--- src/hw/rtl/ftmgq_pkg.sv ---
package ftmgq_pkg;

    // Field widths of one transaction in each direction.
    localparam int HDR_W  = 24;
    localparam int BYTE_W = 8;

    // Input transaction: one linear channel value and the end-of-frame mark.
    typedef struct packed {
        logic [HDR_W-1:0] hdr_value;
        logic             last_in;
    } item_t;

    // Result transaction: one display byte and the end-of-frame mark.
    typedef struct packed {
        logic [BYTE_W-1:0] display_byte;
        logic              last_out;
    } result_t;

endpackage

--- src/hw/rtl/ftmgq_gamma_init.sv ---
module ftmgq_gamma_init #(
    parameter int LUT_BITS = 12
) (
    input  logic                            clk,
    input  logic                            rst_n,
    output logic                            ready,
    output logic                            wr_en,
    output logic [LUT_BITS-1:0]             wr_addr,
    output logic [ftmgq_pkg::BYTE_W-1:0]    wr_data
);

    // Entry k is the largest v with (2v-1)^11 * N^5 <= k^5 * 510^11.
    // Both sides are built by a limb-serial multiplier, one 32-bit limb per cycle.
    localparam int NUM_POW = 11;
    localparam int DEN_POW = 5;
    localparam int LIMB_W  = 32;
    localparam int LIMBS   = (DEN_POW * LUT_BITS + 100 + LIMB_W - 1) / LIMB_W;
    localparam int WB      = LIMBS * LIMB_W;
    localparam int LIMB_CW = $clog2(LIMBS);
    localparam int MCW     = $clog2(NUM_POW);
    localparam int MW      = (LUT_BITS > 9) ? LUT_BITS : 9;
    localparam int PRW     = LIMB_W + MW;
    localparam int VW      = ftmgq_pkg::BYTE_W;

    localparam logic [LIMB_CW-1:0] LIMB_LAST = LIMB_CW'(LIMBS - 1);
    localparam logic [MCW-1:0]     NUM_LAST  = MCW'(NUM_POW - 1);
    localparam logic [MCW-1:0]     DEN_LAST  = MCW'(DEN_POW - 1);
    localparam logic [LUT_BITS-1:0] K_LAST   = {LUT_BITS{1'b1}};
    localparam logic [VW-1:0]      V_MAX     = {VW{1'b1}};

    // 510^11, the fixed factor of the right-hand side.
    function automatic logic [WB-1:0] gamma_scale();
        logic [WB-1:0] acc;
        acc = WB'(1);
        for (int i = 0; i < NUM_POW; i++)
        begin
            acc = acc * WB'(510);
        end
        return acc;
    endfunction

    localparam logic [WB-1:0] RHS_SEED = gamma_scale();
    localparam logic [WB-1:0] LHS_SEED = WB'(1) << (DEN_POW * LUT_BITS);

    typedef enum logic [3:0] {
        ST_LHS  = 4'b0001,
        ST_RHS  = 4'b0010,
        ST_CMP  = 4'b0100,
        ST_DONE = 4'b1000
    } init_state_t;

    init_state_t         state_reg, state_next;
    logic [VW-1:0]       v_reg, v_next;
    logic [LUT_BITS-1:0] k_reg, k_next;
    logic [WB-1:0]       lhs_reg, lhs_next;
    logic [WB-1:0]       rhs_reg, rhs_next;
    logic [LIMB_CW-1:0]  limb_reg, limb_next;
    logic [MCW-1:0]      mul_reg, mul_next;
    logic [MW-1:0]       carry_reg, carry_next;

    logic [LIMB_W-1:0]   mul_src;
    logic [MW-1:0]       mul_m;
    logic [PRW-1:0]      prod;
    logic [MCW-1:0]      pow_last;

    // Shared limb multiplier: low limb of the operand times a small factor plus carry.
    always_comb
    begin
        if (state_reg == ST_LHS)
        begin
            mul_src  = lhs_reg[LIMB_W-1:0];
            mul_m    = MW'({v_reg, 1'b1});
            pow_last = NUM_LAST;
        end
        else
        begin
            mul_src  = rhs_reg[LIMB_W-1:0];
            mul_m    = MW'(k_reg);
            pow_last = DEN_LAST;
        end
        prod = PRW'(mul_src) * PRW'(mul_m) + PRW'(carry_reg);
    end

    // Sweep sequencer: walk k upward and raise v while the next level still fits.
    always_comb
    begin
        state_next = state_reg;
        v_next     = v_reg;
        k_next     = k_reg;
        lhs_next   = lhs_reg;
        rhs_next   = rhs_reg;
        limb_next  = limb_reg;
        mul_next   = mul_reg;
        carry_next = carry_reg;
        wr_en      = 1'b0;
        unique case (state_reg)
            ST_LHS, ST_RHS:
            begin
                if (state_reg == ST_LHS)
                begin
                    lhs_next = {prod[LIMB_W-1:0], lhs_reg[WB-1:LIMB_W]};
                end
                else
                begin
                    rhs_next = {prod[LIMB_W-1:0], rhs_reg[WB-1:LIMB_W]};
                end
                carry_next = prod[PRW-1:LIMB_W];
                if (limb_reg == LIMB_LAST)
                begin
                    limb_next  = '0;
                    carry_next = '0;
                    if (mul_reg == pow_last)
                    begin
                        mul_next   = '0;
                        state_next = ST_CMP;
                    end
                    else
                    begin
                        mul_next = mul_reg + MCW'(1);
                    end
                end
                else
                begin
                    limb_next = limb_reg + LIMB_CW'(1);
                end
            end
            ST_CMP:
            begin
                if ((v_reg != V_MAX) && (lhs_reg <= rhs_reg))
                begin
                    v_next     = v_reg + VW'(1);
                    lhs_next   = LHS_SEED;
                    state_next = ST_LHS;
                end
                else
                begin
                    wr_en = 1'b1;
                    if (k_reg == K_LAST)
                    begin
                        state_next = ST_DONE;
                    end
                    else
                    begin
                        k_next     = k_reg + LUT_BITS'(1);
                        rhs_next   = RHS_SEED;
                        state_next = ST_RHS;
                    end
                end
            end
            ST_DONE:
            begin
                state_next = ST_DONE;
            end
            default:
            begin
                state_next = state_reg;
            end
        endcase
    end

    // The sweep starts on the first level against k = 0, whose right side is zero.
    always_ff @(posedge clk or negedge rst_n)
    begin
        if (!rst_n)
        begin
            state_reg <= ST_LHS;
            v_reg     <= '0;
            k_reg     <= '0;
            lhs_reg   <= LHS_SEED;
            rhs_reg   <= '0;
            limb_reg  <= '0;
            mul_reg   <= '0;
            carry_reg <= '0;
        end
        else
        begin
            state_reg <= state_next;
            v_reg     <= v_next;
            k_reg     <= k_next;
            lhs_reg   <= lhs_next;
            rhs_reg   <= rhs_next;
            limb_reg  <= limb_next;
            mul_reg   <= mul_next;
            carry_reg <= carry_next;
        end
    end

    assign ready   = (state_reg == ST_DONE);
    assign wr_addr = k_reg;
    assign wr_data = v_reg;

endmodule

--- config.mk ---
export PLATFORM = sky130hd
export DESIGN_NAME = ftmgq_gamma_init
export DESIGN_NICKNAME = d
export VERILOG_FILES = /design/src/hw/rtl/ftmgq_pkg.sv /design/src/hw/rtl/ftmgq_gamma_init.sv
export SDC_FILE = /design/constraint.sdc
export NUM_CORES = 2
export LEC_CHECK = 0
export BUFFER_PORTS_ARGS = -buffer_cell sky130_fd_sc_hd__buf_2
export CAP_MARGIN = 20
export CORE_MARGIN = 2
export CORE_UTILIZATION = 35
export CTS_BUF_LIST = sky130_fd_sc_hd__clkbuf_16
export DETAILED_ROUTE_END_ITERATION = 16
export GPL_TIMING_DRIVEN = 0
export PLACE_DENSITY = 0.56
export SYNTH_ARGS = -nofsm -noshare
export SYNTH_HDL_FRONTEND = slang
export SYNTH_SLANG_ARGS = --single-unit
--- constraint.sdc ---
create_clock -name clk -period 7.3 [get_ports clk]
set_input_delay 0.73 -clock clk [delete_from_list [all_inputs] [get_ports clk]]
set_output_delay 0.73 -clock clk [all_outputs]
set_load 0.05 [all_outputs]
## Word level (Yosys, flattened, before mapping)

Index checks and enable logic that the tools add are counted.

- $add $sub $neg: 5
- Multiply operators: 1
- Magnitude comparators: 1
- Eq/ne operators: 15
- Mux-type cells: 20
- Bitwise operators: 2
- Reductions and logical operators: 10

Operators with widths:

| cell | count |
|---|---|
| $mux W160 | 5 |
| $pmux W160 S2 | 2 |
| $le A160 B160 Y1 | 1 |
| $add A44 B12 Y44 | 1 |
| $mul A32 B12 Y44 | 1 |
| $mux W32 | 1 |
| $mux W12 | 2 |
| $mux W4 | 6 |
| $ne A2 B2 Y1 const B | 7 |
| $add A12 B1 Y12 const B | 1 |
| $eq A12 B12 Y1 const B | 1 |
| $pmux W4 S3 | 1 |
| $reduce_and A3 Y1 | 3 |
| $add A8 B1 Y8 const B | 1 |
| $ne A8 B8 Y1 const B | 1 |
| $add A4 B1 Y4 const B | 1 |
| $eq A4 B1 Y1 const B | 1 |
| $eq A4 B2 Y1 const B | 1 |
| $eq A4 B3 Y1 const B | 1 |
| $eq A4 B4 Y1 | 1 |
| $eq A4 B4 Y1 const B | 1 |
| $reduce_and A2 Y1 | 2 |
| $reduce_and A4 Y1 | 1 |
| $add A3 B1 Y3 const B | 1 |
| 8 further kinds | 10 |

- Flip-flop bits (word level): 363
- Output and inout bits: 22

## Longest topological paths before layout

- Depth after elaboration: 6
- Depth in mapped cells: 30

## Least setup slack after synthesis

OpenSTA, ideal clock, no wires.

- Kind: register to register
- From: register state_reg[0]
- To: register carry_reg[4]
- Arrival time: 7.643 ns
- Required time: 7.160 ns
- Setup slack: -0.484 ns
- Cell stages (with the launch flop): 26
- Path through: dfstp_2 > nor4b_1 > clkbuf_1 > clkbuf_1 > nand2_1 > o21ai_1 > nand2_1 > fa_1 > inv_1 > fa_1 > fa_1 > fa_1 > inv_1 > fa_1 > inv_1 > ha_1 > and3_1 > clkbuf_1 > a311o_1 > or3b_2 > o21ai_0 > o21ai_1 > a21boi_0 > o21ai_0 > xnor2_1 > o22ai_1

- Cells in the longest elaborated chain, start to end: 5
- Elaborated cells between the ends (all ways): 8

RTL lines:

| item | line | text |
|---|---|---|
| start: declaration | ftmgq_gamma_init.sv:52 | `init_state_t state_reg, state_next;` |
| start signal: assignment | ftmgq_gamma_init.sv:177 | `state_reg <= state_next;` |
| $eq A4 B1 Y1 | ftmgq_gamma_init.sv:69, ftmgq_gamma_init.sv:96 |  |
| $mux W32 / $mux W12 (equally long branches) | ftmgq_gamma_init.sv:69 | `if (state_reg == ST_LHS)` |
| $mul A32 B12 Y44 | ftmgq_gamma_init.sv:81 | `prod = PRW'(mul_src) * PRW'(mul_m) + PRW'(carry_reg);` |
| $add A44 B12 Y44 | ftmgq_gamma_init.sv:81 |  |
| $mux W12 | ftmgq_gamma_init.sv:108 | `if (limb_reg == LIMB_LAST)` |
| end signal: assignment | ftmgq_gamma_init.sv:184 | `carry_reg <= carry_next;` |
| end: declaration | ftmgq_gamma_init.sv:59 | `logic [MW-1:0] carry_reg, carry_next;` |

Parallel ways exist; a longest one is shown, timed or not.
A chain may end at the register's enable or synchronous reset.

## Final worst setup path

- From: register state_reg[3]
- To: register carry_reg[9]

Same word-level chain as after synthesis.

==> flow_summary.yaml <==
status:
  status: "finished, final reports clean"
global_routing:
  antenna_found_initial: 1
  grt_pass1_vias: 25000
  grt_pass1_wl_um: 157000
  grt_max_degree: 119
  grt-ovfl-total: 0
  track_usage_pct: 23.3
timing:
  setup_viol: 0
  grt_setup_unrepaired: "yes"
  slew_headroom_pct: 28.2
  tightest_slew_ns: 1.07
  finalMaxSlewViolations: 0
  finClkSkew_ns: 0.0314
  min_period_ns: 7.16
  tns_ns: 0
  fin_crit_sh_pct: 98.1
  max_freq_mhz: 140
  hold_viol: 0
setup_path:
  crit_end: "carry_reg[9]"
  r2r-start: "state_reg[3]"
  timing.rr.end: "carry_reg[9]"
  path_depth: 28
  cp.required_ns: 7.72
  startpoint: "state_reg[3]"
  cp_slowest_cell: "fa_1"
  cp_top_family: "adder cells"
  critPathMaxStageDelay_ns: 0.50
  worstPathArrival_ns: 7.59
  path_class: "flop to flop"
  cp-start-kind: "flop"
  worst-path-buf-inv: 8
  reg2regPathDepth: 28
  crit_path_frequent_cell: "fa_1"
  rrSetupSlack_ns: 0.14
  cp-end-kind: "flop"
  cp_max_fo: 7
logic_synthesis:
  yosysWarnings: 0
  post-synth-top-count-cell: "inv_1"
  syn-num-nets: 3999
  syn_avg_cell_area_um2: 8.97
  synth_top_cells_by_count: "inv_1, nand2_1, dfrtp_1, fa_1, ha_1"
  yosysTopAreaCell: "dfrtp_1"
  synth.top_cell.area_share_pct: 29.5
  ys_ff_latch: 363
  synth.area.top_cells: "dfrtp_1, fa_1, ha_1"
  synth_area_mm2: 0.0306
  async_reset_ff_share_pct: 100
  ys_types: 67
  synth-edff-count: 0
  syn_inst: 3412
  ys_seq_area_share_pct: 29.7
  ys.flop_type: "dfrtp_1"
floorplan:
  dieArea_mm2: 0.0898
  pin_count: 24
  die_h_um: 300
  std_cell_rows: 108
  coreArea_mm2: 0.0868
  die_w_um: 300
  start_util_pct: 35.3
final_layout:
  n_antenna_cell: 0
  multiInputGateArea_mm2: 0.0191
  drive_gt1_share_pct: 9.96
  regArea_mm2: 0.00909
  area_growth_pct: 15.6
  fin_nets: 4122
  fillers: 8702
  fin_area_mm2: 0.0354
  instances_no_fill: 4721
detailed_routing:
  initialDrtViolationCount: 2360
  firstDrtPassIters: 5
  num_vias: 24600
  antenna_left: 0
  wl_per_cell_um: 22.0
  via_per_inst: 5.20
  drcViolationCount: 0
  wl_um: 104000
placement:
  gp_congestion: 0.920
  post-dp-hpwl_um: 82200
  numPortBuffers: 23
  dp_cells: 4594
  dpl_cell_area_mm2: 0.0323
clocking:
  clockRootBuffer: "clkbuf_16"
  path_clk_slew_ns: 0.06
  cts.sinks: 363
  holdBufCountCts: 0
  worstSkewPairLatency_ns: 0.59
  cts_buffer_depth: 3
  cts_max_level: 2
  cts_tree: "built"
  numCtsBuffers: 41
pwr:
  peakVddDrop_uv: 187
  power_density_mw_per_mm2: 118
  p_leak_uw: 0.0169
worst_hold_path:
  hold_class: "primary input to async pin"
job:
  cap_violations: 0
==> how the worst min path moves through the flow <==
stage	slack [ns]	cells after the start	endpoint	startpoint
floorplan	0.43	0	carry_reg[0]	rst_n
finish	0.15	1	wr_data[3]	rst_n
detailed placement	0.50	1	rhs_reg[0]	rhs_reg[32]
CTS	0.17	1	wr_data[0]	rst_n
global placement	0.49	1	rhs_reg[0]	rhs_reg[32]
global route	0.21	1	wr_data[7]	rst_n
==> cell usage in the layout, fill, tap and decap left out, drive strengths merged, types with 13 or more instances in the layout <==
cell type  synthesis  final
a21o              44     44
xor2              20     20
nand2            408    408
a22oi             49     49
nor2             102    102
xnor2             36     36
inv              724    734
a211oi            13     13
o22ai             97     97
clkinv             0     18
nand3            177    177
a21oi            115    115
and2              92     92
dfrtp            361    361
clkbuf           113    140
nand4             45     45
ha               274    274
fa               311    311
o21ai            254    254
and3              19     19
buf               25    120
==> power by group <==
part | internal (uW) | switching, uW | total [uW] | leakage (uW)
combinational | 5.29 | 41.2 | 46.5 | 0.0111
sequential | 2010 | 0 | 2010 | 0.00507
clock | 1200 | 914 | 2110 | 0.000692
==> cell families (layout without fill, tap and decap cells) <==
| kind of cell | after synthesis | count (layout) | synth area share [%] |
|---|---|---|---|
| adder cells (fa/ha/maj) | 585 | 585 | 31.5 |
| AND/OR/NAND/NOR | 903 | 903 | 13.7 |
| XOR/XNOR | 56 | 56 | 1.60 |
| multiplexers | 10 | 10 | 0.335 |
| buffers and inverters | 862 | 1016 | 10.9 |
| flip-flops | 363 | 363 | 29.7 |
| AO/OA/AOI/OAI | 633 | 633 | 12.3 |
==> layout make-up <==
type	count	area share [%]
Buffer	135	2.84
Sequential cell	363	25.7
Timing Repair Buffer	83	2.01
Tap cell	1155	4.09
Clock inverter	32	0.817
Inverter	724	7.68
Clock buffer	42	2.97
Multi-Input combinational cell	2187	53.9
==> metrics by stage <==
step / hold WS, ns / total power, uW / util (%) / setup slack [ns]
2_1_floorplan: 0.434 / 2050 / - / 0.0490
3_3_place_gp: 0.494 / 2090 / 37.1 / -2.22
3_5_place_dp: 0.498 / 2100 / 37.2 / -2.16
4_1_cts: 0.169 / 4210 / 40.0 / 0.00139
5_1_grt: 0.208 / 4280 / 40.8 / -0.0778
6_report: 0.154 / 4170 / 40.8 / 0.138
==> layer usage <==
layer	GRT usage [%]	vias up	wire (um)
li1	-	11200	-
met1	32.8	12300	45200
met2	36.3	849	46900
met3	3.22	160	6880
met4	8.93	2	4800
met5	0	-	8
==> repair_timing <==
action,4_1_cts,5_1_grt
endpoints found under the hold margin,0,0
gates cloned,1,2
gates resized for setup,198,148
pin swaps,13,46
buffers inserted,33,19
endpoints found under the setup margin,62,21
Power figures use the tool's default switching activity.
